File: src/hw/rtl/cuw_pkg.sv
// ----------------------------------------------------------------------------
// cuw_pkg: shared types and constants for correspondence inlier weighting
// Field widths, register indexes, the queue entry and the logistic table.
// ----------------------------------------------------------------------------
`default_nettype none

package cuw_pkg;

	localparam int COMPONENT_BITS    = 16;
	localparam int COUNT_BITS        = 20;
	localparam int EXP_TABLE_ENTRIES = 256;

	localparam int FIELD_W   = 48;
	localparam int FLAG_W    = 16;
	localparam int FRAC_BITS = 8;
	localparam int EXP_IDX_W = $clog2(EXP_TABLE_ENTRIES);

	localparam int DIFF_W = COMPONENT_BITS + 1;
	localparam int SQ_W   = 2 * COMPONENT_BITS;
	localparam int D2_W   = SQ_W + 3;
	localparam int PROD_W = D2_W + FLAG_W;
	localparam int DOT_W  = 2 * COMPONENT_BITS + 2;

	localparam int SUM_W  = 64;
	localparam int WT_W   = 40;
	localparam int INV_W  = 32;
	localparam int CNT_W  = COUNT_BITS + 1;
	localparam int ORI_W  = 40;
	localparam int HALF_W = INV_W / 2;
	localparam int PP_W   = D2_W + HALF_W;
	localparam int ZP_W   = D2_W + INV_W;
	localparam int Z_SHIFT = 31;
	localparam int Z_W    = SUM_W - Z_SHIFT;
	localparam int K2_W   = 24;
	localparam int MAG_W  = Z_W - 1;
	localparam int ARG_W  = 20;
	localparam int LIM_W  = 32;

	localparam int DIV_W     = 64;
	localparam int DIV_CNT_W = $clog2(DIV_W + 1);
	localparam int INV_NUM_BIT = 47;

	localparam int QUEUE_DEPTH = 4;
	localparam int QUEUE_PTR_W = $clog2(QUEUE_DEPTH);
	localparam int QUEUE_CNT_W = $clog2(QUEUE_DEPTH + 1);

	localparam int CFG_IDX_W  = 8;
	localparam int CFG_DATA_W = 16;

	localparam logic [CFG_IDX_W-1:0] REG_KAPPA           = 8'd0;
	localparam logic [CFG_IDX_W-1:0] REG_USE_ORIENTATION = 8'd1;
	localparam logic [CFG_IDX_W-1:0] REG_MIN_SIGMA       = 8'd2;
	localparam logic [CFG_IDX_W-1:0] REG_MAX_SIGMA       = 8'd3;

	localparam logic [15:0] KAPPA_RESET     = 16'd12288;
	localparam logic        USE_ORI_RESET   = 1'b1;
	localparam logic [15:0] MIN_SIGMA_RESET = 16'd256;
	localparam logic [15:0] MAX_SIGMA_RESET = 16'd65535;

	localparam logic CMD_STATS    = 1'b0;
	localparam logic CMD_CLASSIFY = 1'b1;

	localparam logic [FLAG_W-1:0] ONE_Q15 = 16'd32768;
	localparam int ONE_DOT = 1 << (2 * FRAC_BITS);
	localparam int Q15_SHIFT = 15;
	localparam int WARN_SHIFT = 14;

	typedef struct packed {
		logic [15:0] kappa;
		logic        use_orientation;
		logic [15:0] min_sigma;
		logic [15:0] max_sigma;
	} cuw_cfg_t;

	typedef struct packed {
		logic              command;
		logic              last_element;
		logic [FLAG_W-1:0] flag;
		logic [D2_W-1:0]   d2;
		logic [FLAG_W-1:0] orient;
	} cuw_entry_t;

	typedef struct packed {
		logic             start;
		logic [DIV_W-1:0] dividend;
		logic [DIV_W-1:0] divisor;
	} cuw_div_req_t;

	typedef struct packed {
		logic             busy;
		logic             done;
		logic [DIV_W-1:0] quotient;
	} cuw_div_rsp_t;

	typedef logic [15:0] cuw_table_t [EXP_TABLE_ENTRIES];

	function automatic logic signed [COMPONENT_BITS-1:0] component(
		input logic [FIELD_W-1:0] packed_word, input int idx);
		return packed_word[idx*COMPONENT_BITS +: COMPONENT_BITS];
	endfunction

	// Logistic weight at the midpoint of one table interval. exp(-a) comes
	// from a cubic series at a/256 followed by eight truncated squarings.
	function automatic logic [15:0] logistic_entry(input int unsigned idx);
		logic [63:0] a;
		logic [63:0] y;
		logic [63:0] y2;
		logic [63:0] y3;
		logic [63:0] e;
		logic [63:0] d;
		logic [63:0] num;
		logic [15:0] q;
		a  = ((64'(2 * idx) + 64'd1) << 19) / EXP_TABLE_ENTRIES;
		y  = a << 8;
		y2 = (y * y) >> 32;
		y3 = (y2 * y) >> 32;
		e  = (64'd1 << 32) - y + (y2 >> 1) - y3 / 64'd6;
		for (int k = 0; k < 8; k++) begin
			if (e > 64'hFFFF_FFFF) e = 64'hFFFF_FFFF;
			e = (e * e) >> 32;
		end
		d   = (64'd1 << 32) + e;
		num = e * 64'd32768 + (d >> 1);
		q   = '0;
		for (int b = 15; b >= 0; b--) begin
			if (num >= (d << b)) begin
				num  = num - (d << b);
				q[b] = 1'b1;
			end
		end
		return q;
	endfunction

	function automatic cuw_table_t build_logistic();
		cuw_table_t t;
		for (int i = 0; i < EXP_TABLE_ENTRIES; i++) t[i] = logistic_entry(i);
		return t;
	endfunction

	localparam cuw_table_t LOGISTIC = build_logistic();

endpackage

`default_nettype wire

File: src/hw/rtl/cuw_fifo.sv
// ----------------------------------------------------------------------------
// cuw_fifo: short queue between the front and the back
// Holds prepared pair entries so that either side may stall on its own.
// ----------------------------------------------------------------------------
`default_nettype none

module cuw_fifo (
	input  wire logic                clk,
	input  wire logic                arst_n,
	input  wire logic                push,
	input  cuw_pkg::cuw_entry_t      push_data,
	output logic                     full,
	input  wire logic                pop,
	output cuw_pkg::cuw_entry_t      head,
	output logic                     empty
);

	cuw_pkg::cuw_entry_t slot_q [cuw_pkg::QUEUE_DEPTH];
	logic [cuw_pkg::QUEUE_PTR_W-1:0] wr_ptr_q;
	logic [cuw_pkg::QUEUE_PTR_W-1:0] rd_ptr_q;
	logic [cuw_pkg::QUEUE_CNT_W-1:0] count_q;

	assign full  = (count_q == cuw_pkg::QUEUE_CNT_W'(cuw_pkg::QUEUE_DEPTH));
	assign empty = (count_q == '0);
	assign head  = slot_q[rd_ptr_q];

	always_ff @(posedge clk or negedge arst_n) begin
		if (!arst_n) begin
			wr_ptr_q <= '0;
			rd_ptr_q <= '0;
			count_q  <= '0;
		end else begin
			if (push) wr_ptr_q <= wr_ptr_q + 1'b1;
			if (pop) rd_ptr_q <= rd_ptr_q + 1'b1;
			if (push && !pop) count_q <= count_q + 1'b1;
			else if (pop && !push) count_q <= count_q - 1'b1;
		end
	end

	always_ff @(posedge clk) begin
		if (push) slot_q[wr_ptr_q] <= push_data;
	end

	a_no_overflow: assert property (@(posedge clk) disable iff (!arst_n)
		push |-> !full) else $error("queue written while full");
	a_no_underflow: assert property (@(posedge clk) disable iff (!arst_n)
		pop |-> !empty) else $error("queue read while empty");
	a_count_bound: assert property (@(posedge clk) disable iff (!arst_n)
		count_q <= cuw_pkg::QUEUE_CNT_W'(cuw_pkg::QUEUE_DEPTH))
		else $error("queue fill count out of range");

endmodule

`default_nettype wire

File: config.mk
export PLATFORM = sky130hd
export DESIGN_NAME = cuw_fifo
export DESIGN_NICKNAME = d
export VERILOG_FILES = /design/src/hw/rtl/cuw_pkg.sv /design/src/hw/rtl/cuw_fifo.sv
export SDC_FILE = /design/constraint.sdc
export NUM_CORES = 1
export LEC_CHECK = 0
export BUFFER_PORTS_ARGS = -buffer_cell sky130_fd_sc_hd__buf_2
export CAP_MARGIN = 20
export CORE_MARGIN = 3
export CORE_UTILIZATION = 40
export DETAILED_ROUTE_END_ITERATION = 7
export GPL_TIMING_DRIVEN = 0
export PLACE_DENSITY = 0.69
export SYNTH_ARGS = -nofsm -noshare
export SYNTH_HDL_FRONTEND = slang
export SYNTH_SLANG_ARGS = --single-unit
export TNS_END_PERCENT = 1
File: constraint.sdc
create_clock -name clk -period 5.35 [get_ports clk]
set_input_delay 0.535 -clock clk [delete_from_list [all_inputs] [get_ports clk]]
set_output_delay 0.535 -clock clk [all_outputs]
set_load 0.01 [all_outputs]
==> impl_metrics.py, run 1 <==
metrics = {
    "detailed_routing": {
        "drtAntennaViolNets": 0,
        "drc": 0,
        "dr_wl_met2_um": 9684,
        "vias_per_cell": 5.010,
        "routed.top_layer": "met5",
        "wl_um": 18590,
        "drt_pass1_iterations": 4,
        "drt_iter0_markers": 353,
        "wl_per_cell_um": 20.08,
        "wl_met1_um": 7390,
        "num_vias": 4639,
        "wl_met3_um": 965,
    },
    "global_routing": {
        "grt_antenna_before_repair": 2,
        "grt_max_degree": 39,
        "grt_pass1_wl_um": 29270,
        "grt_usage_pct": 13.26,
        "grt_pass1_vias": 5100,
        "gr-total-overflow": 0,
    },
    "die": {
        "fp.dieW_um": 167.5,
        "coreArea_mm2": 0.02540,
        "die_h_um": 167.5,
        "initial_utilization_pct": 41.05,
        "die_area_mm2": 0.02804,
        "row_count": 58,
        "ios": 144,
    },
    "placement": {
        "pre_cts_slack_ns": 3.090,
        "hpwl_um": 11530,
        "numPortBuffers": 143,
        "place_area_mm2": 0.01167,
        "gp_congestion": 0.6929,
    },
    "final_layout": {
        "nNetsFinal": 652,
        "area_growth_pct": 20.54,
        "final_common_cell": "edfxtp_1",
        "final_cell_mix": "edfxtp_1, buf_2, mux4_2, clkbuf_16",
        "layout-drive-gt1-share_pct": 46.55,
        "fin_util_pct": 49.48,
        "design_area_mm2": 0.01257,
    },
    "job": {
        "drv_cap": 0,
    },
    "synth": {
        "synth_area_mm2": 0.01043,
        "yosysUniqueCellTypes": 20,
        "yosysWarningCount": 0,
        "syn-instance-count": 395,
        "syn_area_per_cell_um2": 26.40,
        "synth_seq_cells": 283,
        "syn-num-nets": 474,
        "yosys.area_share.simple_pct": 0.4680,
        "yosysTopAreaCellShare_pct": 79.49,
        "synthAdderAreaFrac_pct": 0.7920,
        "synth_top_family_by_area": "multiplexers",
        "yosysTopAreaCell": "edfxtp_1",
        "muxShareOfSynthArea_pct": 15.05,
        "synthTopCellsByArea": "edfxtp_1, mux4_2, dfrtp_1",
        "synth_compound_area_share_pct": 0.04800,
        "seq_area_frac_synth_pct": 81.17,
        "synth-xor-area-share_pct": 0.5040,
    },
    "sta": {
        "grt_setup_unrepaired": "no",
        "fin_crit_sh_pct": 49.96,
        "slew_headroom_pct": 62.60,
        "final-hold-violation-count": 0,
        "setup_tns_ns": 0,
        "fin_crit_ns": 2.673,
        "setup_violations": 0,
        "clock_skew_ns": 0.01333,
        "worst_pin_slew_ns": 0.5609,
        "setup_ws_ns": 2.677,
        "maxSlewViolCount": 0,
        "max_freq_mhz": 374.1,
    },
    "pwr": {
        "p_seq_share_pct": 43.4,
        "switchingPower_uw": 1934,
        "p_leak_uw": 0.004331,
        "p_per_area_mw_per_mm2": 549.6,
        "clockPowerShare_pct": 26.8,
        "internal-power_uw": 4974,
        "swShare_pct": 28.00,
        "vdd_drop_max_mv": 0.3154,
        "combPwrFrac_pct": 29.8,
    },
    "critical_path": {
        "worstRegToRegCells": 4,
        "worstPathArrival_ns": 2.14,
        "setup.worst_path.end_class": "primary output",
        "criticalPathCategory": "reg2out",
        "crit_required_ns": 4.82,
        "worstPathMaxFanout": 10,
        "critPathLaunchType": "flip-flop",
    },
    "hold_path": {
        "hold_class": "in2reg",
        "hold_depth": 1,
    },
    "clocking": {
        "clock_sinks": 283,
        "cts_setup_buffers": 0,
        "cts_buffers": 28,
        "clock_latency_ns": 0.53,
        "cts_buffer_depth": 3,
        "cts_tree": "yes",
        "clkSlewWorstSetupHoldPaths_ns": 0.06,
        "root_buffer": "clkbuf_16",
        "htreeDepth": 1,
    },
    "status": {
        "status": "completed",
    },
}
==> cell type report <==
class / instances / area, um^2
diodes: 1 / 2.502
plain buffers: 16 / 190.2
clock buffers: 31 / 733.2
clock inverters: 21 / 155.1
fillers: 2080 / 12830
inverters: 4 / 15.01
multi-input cells: 92 / 1768
flip-flops and latches: 283 / 8463
well taps: 330 / 412.9
repair buffers: 148 / 828.3
==> registers in the layout, indices dropped and copies added, names as in the netlist <==
| register | count |
|---|---|
| wr_ptr_q | 2 |
| rd_ptr_q | 2 |
| count_q | 3 |
| slot_q | 276 |
==> stage by stage <==
stage	hold slack [ns]	total power, uW	std cells
6_report	0.2181	6908	926
5_1_grt	0.2010	7269	926
4_1_cts	0.1859	7045	925
3_5_place_dp	0.3768	5171	872
3_3_place_gp	0.3684	5105	868
2_1_floorplan	0.2394	4397	395
==> Yosys cell counts <==
library cell  number
edfxtp_1         276
nand2_1            2
nor2_1             1
fa_1               1
buf_6              1
and2_1             4
inv_1              4
o21ai_0            1
dfrtp_1            7
clkbuf_1           1
nor3_1             1
mux2_2             1
mux4_1             1
xor2_1             4
xnor2_1            2
buf_12             7
buf_2              7
nor3b_1            1
ha_1               5
mux4_2            68
==> logic make-up after synthesis <==
family,Yosys count
XOR/XNOR,6
buffers and inverters,20
adder cells (fa/ha/maj),6
flip-flops,283
AND/OR/NAND/NOR,9
AO/OA/AOI/OAI,1
multiplexers,70
==> final timing paths <==
check                              start  slack [ns]       endpoint
min in group asynchronous         arst_n        0.37     count_q[0]
setup / recovery             rd_ptr_q[1]        2.68       head[34]
hold reg to reg               count_q[2]        0.50     count_q[2]
max in group asynchronous         arst_n        4.82     count_q[1]
hold / removal             push_data[32]        0.22  slot_q[0][32]
setup reg to reg             wr_ptr_q[0]        3.52  slot_q[2][18]
==> worst max-delay path: stages (launching register included) <==
cell	delay (ns)
dfrtp_1	0.32
clkbuf_1	0.38
buf_2	0.37
mux4_2	0.38
buf_2	0.16
==> metal layers <==
layer / global-route usage (%) / vias to the layer above
met3: 3.045 / 39
met4: 3.629 / 2
met5: 0 / -
li1: - / 2052
met1: 16.72 / 2400
met2: 23.27 / 146
==> power groups by stage <==
stage	Combinational, uW	Sequential [uW]	Clock, uW
final	2060	3000	1850
after global routing	2240	3030	2000
after CTS	2130	3000	1910
after detailed placement	2120	3050	0
after global placement	2040	3070	0
after floorplan	1360	3030	0
==> timing repair <==
action | CTS | global route
hold endpoints to repair | 7 | 0
gates resized for setup | 0 | 0
hold buffers | 1 | 0
No activity file was read; power rests on OpenSTA's default activity.
==> run 2, diff against run 1 <==
- PLACE_DENSITY: 0.69 -> 0.71
- clock period: 5.35 -> 2.4 ns (I/O delays scaled with it)
==> run 2 against run 1 <==
Effect of this change: register-to-register slack lost 3.0 ns; flip-flop and latch count is the same; worst setup slack lost 2.5 ns; power grew 120%; count of clock-buffer cells in the layout grew 2; clock skew shrank 0.0082 ns; hold slack lost 0.14 ns; critical path depth shrank 1; sequential power grew 120%.
==> impl_metrics.py, run 2 (synthesis results as in run 1) <==
metrics = {
    "sta": {
        "setup_violations": 0,
        "final-hold-violation-count": 0,
        "fin_crit_ns": 2.259,
        "finalHoldWorstSlack_ns": 0.07544,
        "max_freq_mhz": 442.8,
        "fin_crit_sh_pct": 94.11,
        "grt_setup_unrepaired": "no",
        "maxSlewViolCount": 0,
        "worst_pin_slew_ns": 0.5451,
        "slew_headroom_pct": 63.66,
        "clock_skew_ns": 0.005117,
    },
    "detailed_routing": {
        "num_vias": 4861,
        "vias_per_cell": 4.900,
        "drc": 0,
        "drt_iter0_markers": 300,
        "drt_pass1_iterations": 4,
        "wl_um": 19290,
        "drtAntennaViolNets": 0,
        "wl_per_cell_um": 19.44,
    },
    "global_routing": {
        "grt_max_degree": 44,
        "gr-total-overflow": 0,
        "grt_pass1_vias": 5370,
        "grt_usage_pct": 13.69,
        "grt_antenna_before_repair": 0,
        "grt_pass1_wl_um": 30190,
    },
    "pwr": {
        "p_seq_share_pct": 43.4,
        "clockPowerShare_pct": 26.5,
        "swShare_pct": 27.96,
        "internal-power_uw": 11150,
        "combPwrFrac_pct": 30.2,
        "vdd_drop_max_mv": 0.7390,
        "p_per_area_mw_per_mm2": 1168,
        "p_leak_uw": 0.004606,
        "switchingPower_uw": 4329,
    },
    "die": {
        "coreArea_mm2": 0.02540,
        "die_h_um": 167.5,
        "fp.dieW_um": 167.5,
        "row_count": 58,
        "initial_utilization_pct": 41.05,
        "die_area_mm2": 0.02804,
        "ios": 144,
    },
    "clocking": {
        "htreeDepth": 1,
        "clock_latency_ns": 0.53,
        "cts_resized": 0,
        "clock_sinks": 283,
        "cts_buffer_depth": 3,
        "cts_tree": "yes",
        "cts_buffers": 28,
        "clkSlewWorstSetupHoldPaths_ns": 0.06,
        "root_buffer": "clkbuf_16",
        "cts_setup_buffers": 0,
    },
    "job": {
        "drv_cap": 0,
    },
    "critical_path": {
        "setup.worst_path.end_class": "primary output",
        "slowest_stage": "dfrtp_1",
        "max_stage_delay_ns": 0.60,
        "crit_required_ns": 2.16,
        "worstPathArrival_ns": 2.02,
        "critPathLaunchType": "flip-flop",
        "critPathTopFamily": "flip-flops",
        "path_cells": "buf_2 > mux4_2 > buf_2",
        "criticalPathCategory": "reg2out",
        "worstPathMaxFanout": 10,
        "worst-path-buf-inv": 2,
        "cp_common_cell": "buf_2",
    },
    "final_layout": {
        "top_register": "slot_q",
        "largest_register_ff_count": 276,
        "area_growth_pct": 27.13,
        "fin_util_pct": 52.19,
        "final_cell_mix": "edfxtp_1, buf_2, dlygate4sd3_1, mux4_2, clkbuf_16",
        "fillCellCount": 1975,
        "layout-drive-gt1-share_pct": 41.39,
        "nNetsFinal": 722,
        "design_area_mm2": 0.01326,
        "diodes": 0,
        "seq_area_mm2": 0.008463,
        "reg_top3": "slot_q x276, count_q x3",
        "multiInputGateArea_mm2": 0.001768,
        "final_common_cell": "edfxtp_1",
    },
    "placement": {
        "hpwl_um": 11800,
        "numPortBuffers": 143,
        "place_area_mm2": 0.01167,
        "gp_congestion": 0.7113,
    },
    "hold_path": {
        "hold_class": "in2async",
    },
    "status": {
        "status": "completed",
    },
}
-- run 2: changes by cell type in the layout (fill, tap and decap cells not counted) --
| cell | delta |
|---|---|
| dlygate4sd3_1 | +71 |
| clkinv_2 | -3 |
| clkbuf_1 | +1 |
| clkinvlp_4 | +2 |
| clkinv_1 | -2 |
| clkinv_4 | -2 |
| diode_2 | -1 |
-- run 2: final timing paths --
path / from / endpoint / slack (ns) / cells past startpoint
min: arst_n / wr_ptr_q[1] / 0.08 / 2
max reg2reg: wr_ptr_q[0] / slot_q[2][16] / 0.55 / 4
min in group clk: push_data[34] / slot_q[2][34] / 0.46 / 2
max: rd_ptr_q[1] / head[55] / 0.14 / 3
min reg2reg: count_q[2] / count_q[2] / 0.49 / 1
max in group asynchronous: arst_n / rd_ptr_q[1] / 2.17 / 2
-- run 2: repair_timing --
action / CTS / global route
hold buffers: 72 / 0
setup endpoints to repair: 69 / 0
hold endpoints to repair: 286 / 0
-- run 2: area by class of cell --
type	count	area share (%)
timing repair buffer	219	11.61
tap	330	3.115
clock buffer	33	5.588
buffer	15	1.406
inverter	4	0.1133
multi-input combinational	92	13.34
sequential	283	63.85
clock inverter	16	0.9817
-- run 2: metrics by stage --
| stage | std cells | total power [uW] | setup TNS [ns] | setup slack [ns] |
|---|---|---|---|---|
| final | 992 | 15480 | 0 | 0.1415 |
| after CTS | 992 | 15790 | 0 | 0.03608 |
| after floorplan | 395 | 9793 | -48.37 | -0.2671 |
| after global placement | 868 | 11390 | -314.82 | -1.506 |
| after global routing | 992 | 16270 | 0 | 0.01318 |
| after detailed placement | 872 | 11560 | 0 | 0.4255 |
-- run 2: metal layers --
layer | track usage, % | wire (um)
met3 | 2.927 | 1026
met2 | 24.46 | 10210
met5 | 0 | 0
met4 | 3.593 | 485
met1 | 17.06 | 7567
-- run 2: power by group through the flow --
stage | logic [uW] | clock network [uW] | registers [uW]
2_1_floorplan | 3040 | 0 | 6750
3_3_place_gp | 4560 | 0 | 6830
3_5_place_dp | 4760 | 0 | 6790
4_1_cts | 4840 | 4230 | 6730
5_1_grt | 5050 | 4440 | 6780
6_report | 4670 | 4090 | 6710
